--- src/design/cla_pkg.sv ---
// Package for the console line assembler.
// Holds the beat descriptor type, byte codes and the acknowledgement text.
// No dependencies.
`default_nettype none

package cla_pkg;

  // Received byte codes with special meaning
  localparam logic [7:0] KEY_BS = 8'h08;
  localparam logic [7:0] KEY_LF = 8'h0A;
  localparam logic [7:0] KEY_CR = 8'h0D;
  localparam logic [7:0] PRINT_LO = 8'h20;
  localparam logic [7:0] PRINT_HI = 8'h7E;

  // Kinds of burst handed from the editor to the emitter
  localparam logic [1:0] KIND_ECHO = 2'd0;  // one byte, echo or backspace
  localparam logic [1:0] KIND_CRLF = 2'd1;  // CR LF after a line overflow
  localparam logic [1:0] KIND_ACK  = 2'd2;  // "[OK]\r\n" for a finished line

  localparam int unsigned ACK_BEATS = 6;
  localparam logic [2:0] ACK_FINAL = 3'(ACK_BEATS - 1);

  typedef struct packed {
    logic [1:0] kind;
    logic [7:0] data;    // byte to echo for KIND_ECHO
    logic [7:0] length;  // completed line length for KIND_ACK
  } burst_t;

  // Characters of the acknowledgement text by beat
  function automatic logic [7:0] ack_char(input logic [2:0] idx);
    logic [7:0] c;
    case (idx)
      3'd0: c = 8'h5B;  // '['
      3'd1: c = 8'h4F;  // 'O'
      3'd2: c = 8'h4B;  // 'K'
      3'd3: c = 8'h5D;  // ']'
      3'd4: c = KEY_CR;
      3'd5: c = KEY_LF;
      default: c = 8'h00;
    endcase
    return c;
  endfunction

endpackage

`default_nettype wire

--- src/design/cla_editor.sv ---
// Line editor: holds the line length and the CR flag, classifies each
// accepted byte and describes the burst of output beats it causes.
// Depends on cla_pkg.
`default_nettype none

module cla_editor
  import cla_pkg::*;
#(
  parameter int LINE_SIZE = 256
) (
  input  wire logic       clk,
  input  wire logic       rst,
  input  wire logic       accept,
  input  wire logic [7:0] rx_byte,
  output logic            has_burst,
  output burst_t          burst
);

  localparam int LW = $clog2(LINE_SIZE);
  localparam logic [LW-1:0] LEN_MAX = LW'(LINE_SIZE - 1);

  logic [LW-1:0] line_length;
  logic [LW-1:0] line_length_next;
  logic          cr_seen;
  logic          cr_seen_next;
  logic          printable;
  logic [LW+7:0] len_wide;

  assign printable = (rx_byte >= PRINT_LO) && (rx_byte <= PRINT_HI);
  assign len_wide  = {8'b0, line_length};

  // Classify the byte and work out the new state and burst
  always_comb begin
    line_length_next = line_length;
    cr_seen_next     = cr_seen;
    has_burst        = 1'b0;
    burst.kind       = KIND_ECHO;
    burst.data       = rx_byte;
    burst.length     = len_wide[7:0];
    if (rx_byte == KEY_BS) begin
      if (line_length != '0) begin
        line_length_next = line_length - 1'b1;
        has_burst        = 1'b1;
      end
    end else if (rx_byte != KEY_CR && rx_byte != KEY_LF && !printable) begin
      // drop other control bytes and high bytes
    end else if (cr_seen && rx_byte != KEY_LF) begin
      line_length_next = '0;
      cr_seen_next     = 1'b0;
    end else if (!cr_seen && rx_byte == KEY_CR) begin
      cr_seen_next = 1'b1;
    end else if (!cr_seen && rx_byte != KEY_LF) begin
      has_burst = 1'b1;
      if (line_length == LEN_MAX) begin
        line_length_next = '0;
        cr_seen_next     = 1'b0;
        burst.kind       = KIND_CRLF;
      end else begin
        line_length_next = line_length + 1'b1;
      end
    end else begin
      // line complete
      has_burst        = 1'b1;
      burst.kind       = KIND_ACK;
      line_length_next = '0;
      cr_seen_next     = 1'b0;
    end
  end

  // Advance the line state on each accepted beat
  always_ff @(posedge clk) begin
    if (rst) begin
      line_length <= '0;
      cr_seen     <= 1'b0;
    end else if (accept) begin
      line_length <= line_length_next;
      cr_seen     <= cr_seen_next;
    end
  end

endmodule

`default_nettype wire

--- src/design/cla_emitter.sv ---
// Burst emitter: a pending slot and an active slot, the active one
// stepped beat by beat onto the output channel.
// Depends on cla_pkg.
`default_nettype none

module cla_emitter
  import cla_pkg::*;
(
  input  wire logic       clk,
  input  wire logic       rst,
  input  wire logic       push,
  input  wire burst_t     push_burst,
  output logic            slot_free,
  output logic            out_valid,
  input  wire logic       out_ready,
  output logic [7:0]      tx_byte,
  output logic            last,
  output logic            line_done,
  output logic [7:0]      done_length
);

  logic   pend_valid;
  burst_t pend;
  logic   act_valid;
  burst_t act;
  logic [2:0] beat;
  logic   beat_done;
  logic   pop;
  logic   move;

  assign beat_done = out_valid && out_ready;
  assign pop       = beat_done && last;
  assign move      = !act_valid || pop;
  assign slot_free = !pend_valid || move;

  // Drive the output beat from the active burst
  always_comb begin
    out_valid   = act_valid;
    line_done   = 1'b0;
    done_length = 8'h00;
    case (act.kind)
      KIND_ECHO: begin
        tx_byte = act.data;
        last    = 1'b1;
      end
      KIND_CRLF: begin
        tx_byte = (beat == 3'd0) ? KEY_CR : KEY_LF;
        last    = (beat != 3'd0);
      end
      KIND_ACK: begin
        tx_byte     = ack_char(beat);
        last        = (beat == ACK_FINAL);
        line_done   = 1'b1;
        done_length = act.length;
      end
      default: begin
        tx_byte = act.data;
        last    = 1'b1;
      end
    endcase
  end

  // Hold and hand over bursts, count beats
  always_ff @(posedge clk) begin
    if (rst) begin
      pend_valid <= 1'b0;
      act_valid  <= 1'b0;
      beat       <= 3'd0;
    end else begin
      if (move) begin
        act_valid  <= pend_valid;
        beat       <= 3'd0;
        pend_valid <= push;
      end else begin
        if (beat_done) begin
          beat <= beat + 3'd1;
        end
        if (push) begin
          pend_valid <= 1'b1;
        end
      end
    end
  end

  // Payload registers
  always_ff @(posedge clk) begin
    if (move) begin
      act <= pend;
    end
    if (push) begin
      pend <= push_burst;
    end
  end

endmodule

`default_nettype wire

--- src/design/console_line_assembler.sv ---
// Console line assembler: line editing and echo for a serial console.
// Input channel in_valid/in_ready carries one received byte per beat
// (rx_byte). Output channel out_valid/out_ready carries the bytes to send
// back: tx_byte, with last on the final byte caused by an input byte, and
// line_done/done_length on each byte of the "[OK]\r\n" acknowledgement.
// An input byte causes none, one, two (CR LF on overflow) or six beats.
// An accepted byte's burst is registered in the pending slot and then moved
// into the active slot, and only there does its first output beat show.
// Output runs at one beat per cycle while out_ready stays high and bursts
// are waiting. A pending slot in front of the active burst lets the next
// byte be taken while earlier beats still wait.
// While the receiver stalls, the current beat holds unchanged, the pending
// slot fills and in_ready then drops until the active burst finishes.
// Reset (rst, synchronous) empties the line, clears the CR flag and drops
// any beats not yet sent.
// Depends on cla_pkg, cla_editor and cla_emitter.
`default_nettype none

module console_line_assembler
  import cla_pkg::*;
#(
  parameter int LINE_SIZE = 256
) (
  input  wire logic       clk,
  input  wire logic       rst,
  input  wire logic       in_valid,
  output logic            in_ready,
  input  wire logic [7:0] rx_byte,
  output logic            out_valid,
  input  wire logic       out_ready,
  output logic [7:0]      tx_byte,
  output logic            last,
  output logic            line_done,
  output logic [7:0]      done_length
);

  logic   accept;
  logic   has_burst;
  burst_t burst;

  assign accept = in_valid && in_ready;

  // Edit the line and describe the output burst
  cla_editor #(
    .LINE_SIZE (LINE_SIZE)
  ) u_editor (
    .clk       (clk),
    .rst       (rst),
    .accept    (accept),
    .rx_byte   (rx_byte),
    .has_burst (has_burst),
    .burst     (burst)
  );

  // Send the bursts beat by beat
  cla_emitter u_emitter (
    .clk         (clk),
    .rst         (rst),
    .push        (accept && has_burst),
    .push_burst  (burst),
    .slot_free   (in_ready),
    .out_valid   (out_valid),
    .out_ready   (out_ready),
    .tx_byte     (tx_byte),
    .last        (last),
    .line_done   (line_done),
    .done_length (done_length)
  );

endmodule

`default_nettype wire
--- config.mk ---
export PLATFORM = sky130hd
export DESIGN_NAME = console_line_assembler
export DESIGN_NICKNAME = d
export VERILOG_FILES = /design/src/design/cla_pkg.sv /design/src/design/cla_editor.sv /design/src/design/cla_emitter.sv /design/src/design/console_line_assembler.sv
export SDC_FILE = /design/constraint.sdc
export NUM_CORES = 1
export LEC_CHECK = 0
export BUFFER_PORTS_ARGS = -buffer_cell sky130_fd_sc_hd__buf_2
export CAP_MARGIN = 20
export CELL_PAD_IN_SITES_DETAIL_PLACEMENT = 0
export CELL_PAD_IN_SITES_GLOBAL_PLACEMENT = 1
export CORE_MARGIN = 2
export CORE_UTILIZATION = 42
export CTS_CLUSTER_DIAMETER = 30
export DETAILED_ROUTE_END_ITERATION = 16
export GPL_ROUTABILITY_DRIVEN = 0
export PLACE_DENSITY = 0.87
export SYNTH_ARGS = -nofsm -noshare
export SYNTH_HDL_FRONTEND = slang
export SYNTH_HIERARCHICAL = 1
export SYNTH_SLANG_ARGS = --single-unit
--- constraint.sdc ---
create_clock -name clk -period 2.1 [get_ports clk]
set_input_delay 0.105 -clock clk [delete_from_list [all_inputs] [get_ports clk]]
set_output_delay 0.105 -clock clk [all_outputs]
set_load 0.02 [all_outputs]
# After elaboration in Yosys (flattened, before gate mapping)
# Index checks and enable logic that the tools add are counted.
dict set report totals {
  output_inout_bits 20
  ff_bits 50
  word_cells 87
}
dict set report classes {
  reduce_logical 25
  n_bitwise 3
  addsub 3
  n_mux 26
  n_lt_le_gt_ge 2
  n_eq_ne 16
}
# operator count
set op_table {}
lappend op_table {{2-to-1 mux 8 bit} 8}
lappend op_table {{case mux 7 bit (6 select lines)} 1}
lappend op_table {{equality test 8 x 4 -> 1 bit (second input constant)} 2}
lappend op_table {{inequality test 8 x 4 -> 1 bit (second input constant)} 2}
lappend op_table {{case mux 8 bit (2 select lines)} 1}
lappend op_table {{2-to-1 mux 1 bit} 13}
lappend op_table {{logical AND 1 bit} 10}
lappend op_table {{adder 8 x 1 -> 8 bit (second input constant)} 1}
lappend op_table {{equality test 8 bit (second input constant)} 1}
lappend op_table {{>= comparator 8 x 6 -> 1 bit (second input constant)} 1}
lappend op_table {{less-or-equal comparator 8 x 7 -> 1 bit (second input constant)} 1}
lappend op_table {{AND reduction 4 bit} 2}
lappend op_table {{nonzero test 8 bit} 1}
lappend op_table {{subtractor 8 x 1 -> 8 bit (second input constant)} 1}
lappend op_table {{equality test 3 x 2 -> 1 bit (second input constant)} 2}
lappend op_table {{equality test 3 bit (second input constant)} 2}
lappend op_table {{OR reduction 5 bit} 1}
lappend op_table {{zero test 1 bit} 4}
lappend op_table {{inequality test 4 x 2 -> 1 bit (second input constant)} 1}
lappend op_table {{OR reduction 4 bit} 1}
lappend op_table {{adder 3 x 1 -> 3 bit (second input constant)} 1}
lappend op_table {{equality test 3 x 1 -> 1 bit (second input constant)} 1}
lappend op_table {{zero test 3 bit} 1}
lappend op_table {{2-to-1 mux 3 bit} 1}
lappend op_table {{other kinds (12)} 15}

# Depth between registers and ports, before layout
# Gate-level depths: netlist of the first run.
dict set report logic_depth {
  depth_word 9
  depth_mapped 11
}

# Hierarchy
# The synthesis of the first run kept the hierarchy.
# module cells_each area_per_inst_um2 instances
set by_module_without_submodules {}
lappend by_module_without_submodules {cla_emitter 119 1704.1 1}
lappend by_module_without_submodules {cla_editor 136 1094.8 1}
lappend by_module_without_submodules {console_line_assembler 2 12.5 1}

# Worst setup path after synthesis of the first run
# No wires, ideal clock.
dict set report synth_timing {
  path_type {reg-to-reg}
  from {register u_emitter/act[16] in the netlist's numbering}
  to {register u_editor.line_length[3]}
  slack_ps -455
  arrival_time_ps 2463
  required_ps 2008
  period_less_slack_ps 2555
  stages_incl_launch_ff 11
  cell_sequence {edfxtp_1 -> inv_1 -> ha_1 -> a21oi_1 -> o21bai_4 -> a21o_1 -> and2_1 -> inv_1 -> a211oi_2 -> nor2_2 -> o32ai_1}
}
dict set report synth_between {
  elab_chain_len 7
  word_cells_on_any_way 8
}
# item line_no
set synth_rtl {}
lappend synth_rtl {{start, declared} cla_emitter.sv:25} ;# burst_t act;
lappend synth_rtl {{start signal, assigned} cla_emitter.sv:88} ;# act <= pend;
lappend synth_rtl {{equality test 2 bit / equality test 2 x 1 -> 1 bit (equally long branches)} cla_emitter.sv:41} ;# case (act.kind)
lappend synth_rtl {{case mux 1 bit (2 select lines) (*)} cla_emitter.sv:41}
lappend synth_rtl {{named net last} console_line_assembler.sv:32} ;# output logic last,
lappend synth_rtl {{logical AND 1 bit (*)} cla_emitter.sv:32} ;# assign pop = beat_done && last;
lappend synth_rtl {{logical OR 1 bit (*)} cla_emitter.sv:33} ;# assign move = !act_valid || pop;
lappend synth_rtl {{logical OR 1 bit (*)} cla_emitter.sv:34} ;# assign slot_free = !pend_valid || move;
lappend synth_rtl {{named net in_ready} console_line_assembler.sv:27} ;# output logic in_ready,
lappend synth_rtl {{logical AND 1 bit (*)} console_line_assembler.sv:41} ;# assign accept = in_valid && in_ready;
lappend synth_rtl {{named net accept} console_line_assembler.sv:37} ;# logic accept;
lappend synth_rtl {{AND reduction 4 bit (no source line) (*)} --}
lappend synth_rtl {{end signal, assigned} cla_editor.sv:76} ;# line_length <= line_length_next;
lappend synth_rtl {{end, declared} cla_editor.sv:22} ;# logic [LW-1:0] line_length;
# The timed path passes the listed nets; every way through them passes the cells marked *.
# A chain may end at the register's enable or synchronous reset.

# Worst setup path in the final report of the first run
dict set report layout_timing {
  from {register u_emitter.beat[0]}
  to {output port tx_byte[2]}
}
dict set report layout_between {
  elab_chain_len 3
  word_cells_on_any_way 9
}
# item line_no
set layout_rtl {}
lappend layout_rtl {{start, declared} cla_emitter.sv:26} ;# logic [2:0] beat;
lappend layout_rtl {{start signal, assigned} cla_emitter.sv:76} ;# beat <= beat + 3'd1;
lappend layout_rtl {{equality test 3 bit, or another cell as far along} cla_pkg.sv:32} ;# case (idx)
lappend layout_rtl {{case mux 7 bit (6 select lines) / 2-to-1 mux 3 bit (equally long branches)} {cla_pkg.sv:32, cla_emitter.sv:47}}
lappend layout_rtl {{case mux 8 bit (2 select lines) (*)} cla_emitter.sv:41}
lappend layout_rtl {{end, declared} console_line_assembler.sv:31} ;# output logic [7:0] tx_byte,
# Every way passes the cells marked *; elsewhere a longest branch is shown, timed or not.

==> PnR_summary.wiki, run 1 <==
{| class="wikitable"
! Metric !! Value
|-
| Maximum number of pins on one net before global-route repair || 20
|-
| Initial antenna violation count || 0
|-
| Arrival time worst endpoint || 1.90 ns
|-
| Yosys warnings || 6
|-
| Per-instance average area after synthesis || 10.9 sq um
|-
| Category of cells accounting for the largest share of critical-path delay || compound AO/OA/AOI/OAI gates
|-
| Area growth from synthesis to layout || 17.9%
|-
| Sequence of cells on the critical path || ha_1 > ha_1 > o41a_1 > a22oi_2 > o21ai_1 > buf_2
|-
| Levels on crit path || 6
|-
| Final worst path period share || 0.956
|-
| Post-synthesis net count || 279
|-
| Die Footprint || 7360 sq um
|-
| Drt first pass iters || 6
|-
| CP endpoint || tx_byte[2]
|-
| Register-to-register setup slack || 0.11 ns
|-
| Slew margin rel. || 0.702
|-
| Reg2reg path depth || 9
|-
| Shortest period the worst path allows || 2.01 ns
|-
| Count of final setup violators || 0
|-
| DIE HEIGHT || 85.8 um
|-
| Number of different library cells in the post-synthesis netlist || 71
|-
| Number of global-route vias before repair || 2001
|-
| Post-Route WL || 6.00 mm
|-
| Reg2reg start || u_emitter/act[17]$_DFFE_PP_
|-
| Maximum clock frequency || 498 MHz
|-
| Number of remaining DRC errors || 0
|-
| Final slew viol count || 0
|-
| Fraction of synthesized cell area taken by the top area cell type || 0.385
|-
| PnR Total Power || 0.00190 W
|-
| Required time of the critical path || 2.00 ns
|-
| Number of nets in the final layout || 324
|-
| Cell type contributing the most total cell area after synthesis || edfxtp_1
|-
| Number of placed I/O pins || 32
|-
| Count of nets left with antenna violations after detail routing || 0
|-
| Dominant synthesized flop cell || edfxtp_1
|-
| Remaining global-route overflow || 0
|-
| Reg-to-reg endpoint || u_editor/line_length[2]$_SDFFE_PP0P_
|-
| Port Buf Inserts || 31
|-
| WP buf/inv || 1
|-
| Core box area || 6420 sq um
|-
| Width of the die || 85.8 um
|-
| Final Skew || 0.00543 ns
|-
| Launching element type of the critical path || register
|-
| CTS tree || built
|-
| Critical path fanouts, max || 4
|-
| Startpoint of the most critical setup path || u_emitter/beat[0]$_SDFFE_PP0P_
|-
| Type of element capturing the critical path || output pin
|-
| Detailed-route via count || 2107
|-
| Routed wire per std cell || 15.8 um
|-
| CP dominant cell by count || ha_1
|-
| # Max-Cap Violations || 0
|-
| Result of the run || finished, final reports clean
|-
| Tightest Hold Check Type || in2reg
|-
| Gate count of the mapped netlist || 257
|-
| Effective utilization at floorplan || 0.438
|-
| Pre-CTS setup slack || 0.0309 ns
|-
| Max clock buf depth || 2
|-
| Worst Setup Path Type || reg2out
|-
| Rows || 29
|-
| Total inserted antenna cells || 0
|-
| HP Start || rx_byte[4]
|-
| Proportion of register bits with asynchronous set or reset after synthesis || 0
|-
| Number of endpoints with negative hold slack in the final report || 0
|-
| Clock buffers created by TritonCTS || 5
|-
| # hold bufs at CTS || 0
|-
| Clock sink count || 50
|-
| Clock-pin transition on the worst setup and hold timing paths || 0.09 ns
|-
| H-tree levels || 2
|-
| Total global routing track utilization || 0.168
|-
| Top post-synthesis cells by area || edfxtp_1 (38%), dfxtp_1 (10%), ha_1 (4.5%), and2_1 (2.9%), inv_1 (2.8%)
|-
| Via-to-Cell Ratio || 5.54
|-
| Slack of the critical path || 0.0930 ns
|-
| Static leakage || 1.24 nW
|-
| Insertion delay of the later-clocked pin in the worst-skew pair || 0.30 ns
|-
| Pwr/cell area || 572 nW/um^2
|-
| CTS Root Buffer Type || clkbuf_8
|-
| HPWL after detailed placement || 4.63 mm
|-
| Share of synthesized area occupied by flip-flops and latches || 0.484
|-
| Largest vdd supply drop || 272 uV
|-
| Unrepaired setup endpoints after global routing || false
|-
| Total negative slack for setup checks || 0 ns
|-
| Slew at the pin with the worst max-slew slack || 0.444 ns
|-
| Number of enable flip-flop cells after synthesis || 36
|-
| Number of storage elements in the synthesis netlist || 50
|-
| Global-route wire length before repair || 9.76 mm
|-
| DRC violation total after the first TritonRoute iteration || 109
|-
| Share of cells above drive strength 1 || 0.356
|-
| Worst-path cell with the longest stage delay || o41a_1
|-
| Cell Area, Synth || 2810 sq um
|-
| Slowest stage delay, CP || 0.41 ns
|}
==> area by class of cell <==
| cell class | instances | area [sq um] |
|---|---|---|
| Sequential cell | 50 | 1370 |
| Clock buffer | 5 | 68.8 |
| Fill cell | 597 | 3110 |
| Inverter | 21 | 81.3 |
| Multi-Input combinational cell | 167 | 1340 |
| Timing Repair Buffer | 57 | 350 |
| Tap cell | 77 | 96.3 |
| Clock inverter | 3 | 16.3 |
==> metal layers <==
metal | wire (um) | global-route usage | up-vias | share of wire
li1 | - | - | 1041 | -
met1 | 2700 | 0.217 | 996 | 0.45
met2 | 2970 | 0.285 | 62 | 0.49
met4 | 74 | 0.0635 | 0 | 0.012
met5 | 0 | 0 | - | 0
met3 | 256 | 0.0279 | 8 | 0.043
==> registers in the layout, indices dropped and copies added (netlist names) <==
name,cells
u_emitter/pend,18
u_editor/cr_seen,1
u_emitter/pend_valid,1
u_emitter/out_valid,1
u_emitter/beat,3
u_editor/line_length,8
u_emitter/act,18
==> cells in the final DEF, fill, tap and decap left out, types with 7 or more instances in the layout <==
cell type   n
o21ai_0    10
edfxtp_1   36
dfxtp_1    11
a21oi_1    13
nor3_1      9
nor2_1     11
inv_1      17
buf_2      31
buf_4      26
and2_1     12
nand3_1     7
nand2_1    16
==> cell usage after synthesis, types with 2 or more instances <==
master / number
a21oi_1: 14
nor2b_1: 2
a211oi_1: 3
edfxtp_1: 36
nor2_1: 11
o21ai_0: 10
nand2_1: 16
nor3b_1: 2
o32ai_1: 5
inv_1: 21
buf_2: 4
a21oi_2: 2
clkbuf_8: 2
nand3_1: 8
buf_4: 9
o31ai_1: 5
ha_1: 10
dfxtp_1: 14
o21a_1: 2
a221oi_1: 3
nor3_1: 9
clkbuf_1: 2
mux2i_1: 2
and2_1: 13
nand4_1: 4
o221ai_1: 3
==> power breakdown <==
group	switching [W]	total, W	internal [W]
Combinational	0.000161	0.000264	0.000102
Clock	0.000299	0.000527	0.000228
Sequential	0.0000146	0.00111	0.00109
==> logic make-up after synthesis <==
family / Yosys count / synth area share
buffers and inverters: 40 / 0.0792
xor gates and xnor gates: 2 / 0.00623
and+or+nand+nor: 85 / 0.188
DFF: 50 / 0.484
AOI/OAI and AO/OA: 68 / 0.191
adders and majority gates: 10 / 0.0445
muxes: 2 / 0.00712
==> worst min-delay path by stage <==
stage                     cells after the start                                to
after floorplan                               1  u_emitter/out_valid$_SDFFE_PP0P_
after global routing                          1      u_emitter/pend[12]$_DFFE_PP_
after global placement                        1      u_emitter/pend[12]$_DFFE_PP_
after CTS                                     1      u_emitter/pend[12]$_DFFE_PP_
final                                         1      u_emitter/pend[12]$_DFFE_PP_
after detailed placement                      1      u_emitter/pend[12]$_DFFE_PP_
==> per-stage QoR <==
step | utilization | area [sq um] | instances | hold WS [ns]
final | 0.516 | 3320 | 380 | 0.0443
after global routing | 0.516 | 3320 | 380 | 0.0381
after CTS | 0.507 | 3250 | 379 | 0.0360
after detailed placement | 0.493 | 3170 | 371 | 0.351
after global placement | 0.493 | 3170 | 371 | 0.348
after floorplan | - | 2870 | 257 | 0.173
==> timing repair <==
action / CTS / global route
buffers inserted: 0 / 1
gates resized for setup: 0 / 12
setup endpoints to repair: 0 / 27
No activity file was read; power rests on OpenSTA's default activity.
==> run 2: changes to the inputs <==
--- a/config.mk
+++ b/config.mk
@@ -5,12 +5,13 @@
 export SDC_FILE = /design/constraint.sdc
 export NUM_CORES = 1
 export LEC_CHECK = 0
+export ABC_AREA = 1
 export BUFFER_PORTS_ARGS = -buffer_cell sky130_fd_sc_hd__buf_2
 export CAP_MARGIN = 20
 export CELL_PAD_IN_SITES_DETAIL_PLACEMENT = 0
 export CELL_PAD_IN_SITES_GLOBAL_PLACEMENT = 1
 export CORE_MARGIN = 2
-export CORE_UTILIZATION = 42
+export CORE_UTILIZATION = 40
 export CTS_CLUSTER_DIAMETER = 30
 export DETAILED_ROUTE_END_ITERATION = 16
 export GPL_ROUTABILITY_DRIVEN = 0
==> PnR_summary.wiki, run 2 <==
{| class="wikitable"
! Metric !! Value
|-
| Result of the run || finished, final reports clean
|-
| Total global routing track utilization || 0.143 (-0.0251)
|-
| Most common cell in the synthesized netlist || nand2_1
|-
| Insertion delay of the later-clocked pin in the worst-skew pair || 0.30 ns (about the same)
|-
| Cell type contributing the most total cell area after synthesis || edfxtp_1
|-
| Type of element capturing the critical path || register
|-
| Worst Setup Path Type || reg2reg
|-
| Final slew viol count || 0 (unchanged)
|-
| Dominant synthesized flop cell || edfxtp_1
|-
| H-tree levels || 2 (unchanged)
|-
| Unrepaired setup endpoints after global routing || false
|-
| HPWL after detailed placement || 4.03 mm (-13%)
|-
| Fraction of synthesized cell area taken by the top area cell type || 0.378 (-0.00623)
|-
| Worst-path cell with the longest stage delay || dfxtp_2
|-
| Post-route cell area || 3240 sq um (-2.2%)
|-
| Number of nets in the final layout || 392 (+21%)
|-
| Clock sink count || 50 (unchanged)
|-
| Detailed-route via count || 2095 (-0.57%)
|-
| CTS Root Buffer Type || clkbuf_8
|-
| Post CTS Setup Buffer Count || 0 (unchanged)
|-
| Largest registers ranked by flip-flop count || u_emitter/act: 18 flops, u_emitter/pend: 18 flops, u_editor/line_length: 8 flops
|-
| Number of remaining DRC errors || 0 (unchanged)
|-
| Dominant combinational cell family by area after synthesis || simple AND/OR/NAND/NOR gates
|-
| Number of enable flip-flop cells after synthesis || 36 (unchanged)
|-
| Effective utilization at floorplan || 0.416 (-0.0217)
|-
| Area share of xor/xnor cells in the synthesized design || 0.0123 (+0.00603)
|-
| Top cells by count, synth || nand2_1 (91), inv_1 (50), edfxtp_1 (36)
|-
| Routed wire per std cell || 11.2 um (-29%)
|-
| Shortest period the worst path allows || 1.93 ns (-0.0758 ns)
|-
| Proportion of register bits with asynchronous set or reset after synthesis || 0 (unchanged)
|-
| Launching element type of the critical path || register
|-
| Top post-synthesis cells by area || edfxtp_1 (38%), nand2_1 (12%), dfxtp_1 (9.8%), inv_1 (6.6%), nor2_2 (5.0%)
|-
| Slew at the pin with the worst max-slew slack || 0.393 ns (-0.0508 ns)
|-
| Per-instance average area after synthesis || 8.45 sq um (-23%)
|-
| Number of global-route vias before repair || 1878 (-6.1%)
|-
| Sequence of cells on the critical path || inv_1 > ha_1 > nand3_2 > nand3_4 > nand2_1 > nand3_2 > nand2_1 > inv_1 > inv_1 > nor2_4 > nand2_8 > nor2_1 > nor2_2
|-
| Die Footprint || 7840 sq um (+6.4%)
|-
| Commonest cells after routing, fill and taps aside || nand2_1 (91), inv_1 (50), edfxtp_1 (36)
|-
| Rows || 30 (+3.4%)
|-
| Critical path fanouts, max || 16 (+12)
|-
| Number of placed I/O pins || 32 (unchanged)
|-
| Final hold slack || 0.0141 ns (-0.0302 ns)
|-
| Max clock buf depth || 2 (unchanged)
|-
| Initial antenna violation count || 0 (unchanged)
|-
| Gate count of the mapped netlist || 338 (+32%)
|-
| Required time of the critical path || 2.30 ns (+0.30 ns)
|-
| Total inserted antenna cells || 0 (unchanged)
|-
| Final worst path period share || 0.920 (-0.0361)
|-
| Number of fillers in the final layout || 679 (+14%)
|-
| Count of final setup violators || 0 (unchanged)
|-
| CP dominant cell by count || inv_1
|-
| Static leakage || 1.55 nW (+25%)
|-
| Clock-pin transition on the worst setup and hold timing paths || 0.09 ns (about the same)
|-
| Global-route wire length before repair || 8.64 mm (-12%)
|-
| Drt first pass iters || 4 (-2)
|-
| Number of different library cells in the post-synthesis netlist || 34 (-52%)
|-
| Width of the die || 88.5 um (+3.2%)
|-
| Number of storage elements in the synthesis netlist || 50 (unchanged)
|-
| Arrival time worst endpoint || 2.14 ns (+0.24 ns)
|-
| Area growth from synthesis to layout || 13.4%
|-
| Synthesized-area fraction occupied by and/or/nand/nor cells || 0.314 (+0.127)
|-
| Placed Area || 3090 sq um (-2.4%)
|-
| Via-to-Cell Ratio || 4.49 (-19%)
|-
| Clock buffers created by TritonCTS || 5 (unchanged)
|-
| Adder-Cell Fraction of Synth Area || 0.0438 (-0.000721)
|-
| CTS tree || built
|-
| Post-synthesis net count || 360 (+29%)
|-
| Share of cells above drive strength 1 || 0.256 (-0.100)
|-
| Port Buf Inserts || 31 (unchanged)
|-
| Remaining global-route overflow || 0 (unchanged)
|-
| Share of synthesized area occupied by flip-flops and latches || 0.476 (-0.00784)
|-
| Number of endpoints with negative hold slack in the final report || 0 (unchanged)
|-
| Final Skew || 0.0151 ns (+0.00965 ns)
|-
| Yosys warnings || 6 (unchanged)
|-
| Share of cell area taken by muxes after synthesis || 0.00394 (-0.00318)
|-
| Largest vdd supply drop || 269 uV (-1.0%)
|-
| Cell Area, Synth || 2860 sq um (+1.6%)
|-
| Post-Route WL || 5.25 mm (-12%)
|-
| Total negative slack for setup checks || 0 ns (unchanged)
|-
| # Max-Cap Violations || 0 (unchanged)
|-
| Pwr/cell area || 667 nW/um^2 (+16%)
|-
| Core box area || 6870 sq um (+7.0%)
|-
| Maximum clock frequency || 518 MHz (+3.9%)
|-
| Maximum number of pins on one net before global-route repair || 20 (unchanged)
|-
| Most frequent standard cell in the layout excluding fill and tap cells || nand2_1
|-
| Slew margin rel. || 0.737 (+0.0351)
|-
| Post-synthesis compound-gate area fraction || 0.0420 (-0.149)
|-
| DIE HEIGHT || 88.5 um (+3.2%)
|-
| Slowest stage delay, CP || 0.35 ns (-0.06 ns)
|-
| DRC violation total after the first TritonRoute iteration || 85 (-22%)
|-
| Tightest Hold Check Type || in2reg
|-
| Count of nets left with antenna violations after detail routing || 0 (unchanged)
|}
## run 2: layout make-up
type                       count  area [sq um]  share of cell area
sequential                    50          1370               0.421
multi-input combinational    221          1220               0.377
timing repair buffer          37           215              0.0664
inverter                      55           206              0.0637
tap                           96           120              0.0371
clock buffer                   6          72.6              0.0224
clock inverter                 2          37.5              0.0116
## run 2: path summary, 6_finish.rpt
kind / start / end / slack, ns / cells past startpoint
max: u_emitter/beat[1]$_SDFFE_PP0P_ / u_editor/line_length[3]$_SDFFE_PP0P_ / 0.17 / 13
max reg2reg: u_emitter/beat[1]$_SDFFE_PP0P_ / u_editor/line_length[3]$_SDFFE_PP0P_ / 0.17 / 13
min reg2reg: u_emitter/pend[6]$_DFFE_PP_ / u_emitter/act[6]$_DFFE_PP_ / 0.43 / 0
min: rx_byte[4] / u_emitter/pend[12]$_DFFE_PP_ / 0.01 / 1
## run 2: kinds of logic after synthesis
family,count (synthesis)
AND/OR/NAND/NOR,187
buffers and inverters,67
flip-flops,50
AO/OA/AOI/OAI,19
adder cells (fa/ha/maj),10
XOR/XNOR,4
multiplexers,1
## run 2: metal layers
metal / part of all wire / vias to the layer above / GRT usage
li1: - / 1117 / -
met4: 0.016 / 0 / 0.0537
met1: 0.49 / 940 / 0.190
met5: 0 / - / 0
met3: 0.029 / 6 / 0.0252
met2: 0.47 / 32 / 0.236
## run 2: repair_timing
action / in CTS / in global routing
resized for setup: 0 / 7
hold buffers: 1 / 0
endpoints found under the hold margin: 1 / 0
setup endpoints to repair: 0 / 9
## run 2: critical path, delay by kind of cell (launching register included)
family / cells / cell delay [ns]
and+or+nand+nor: 9 / 1.00
buffers and inverters: 3 / 0.26
adders and majority gates: 1 / 0.22
DFF: 1 / 0.35
## run 2: per-stage QoR
stage	util	std cells	worst slack (ns)	total power (W)
final	0.472	467	0.169	0.00216
after CTS	0.467	467	0.00139	0.00217
after global routing	0.472	467	0.0143	0.00226
after detailed placement	0.450	458	0.0265	0.00152
after global placement	0.450	458	0.158	0.00151
after floorplan	-	338	0.0189	0.00143
## run 2: report_power, final
group	internal, W	leakage, nW	switching (W)
clock network	0.000355	0.0514	0.000305
registers	0.00111	0.473	0.0000339
logic	0.000127	1.02	0.000231
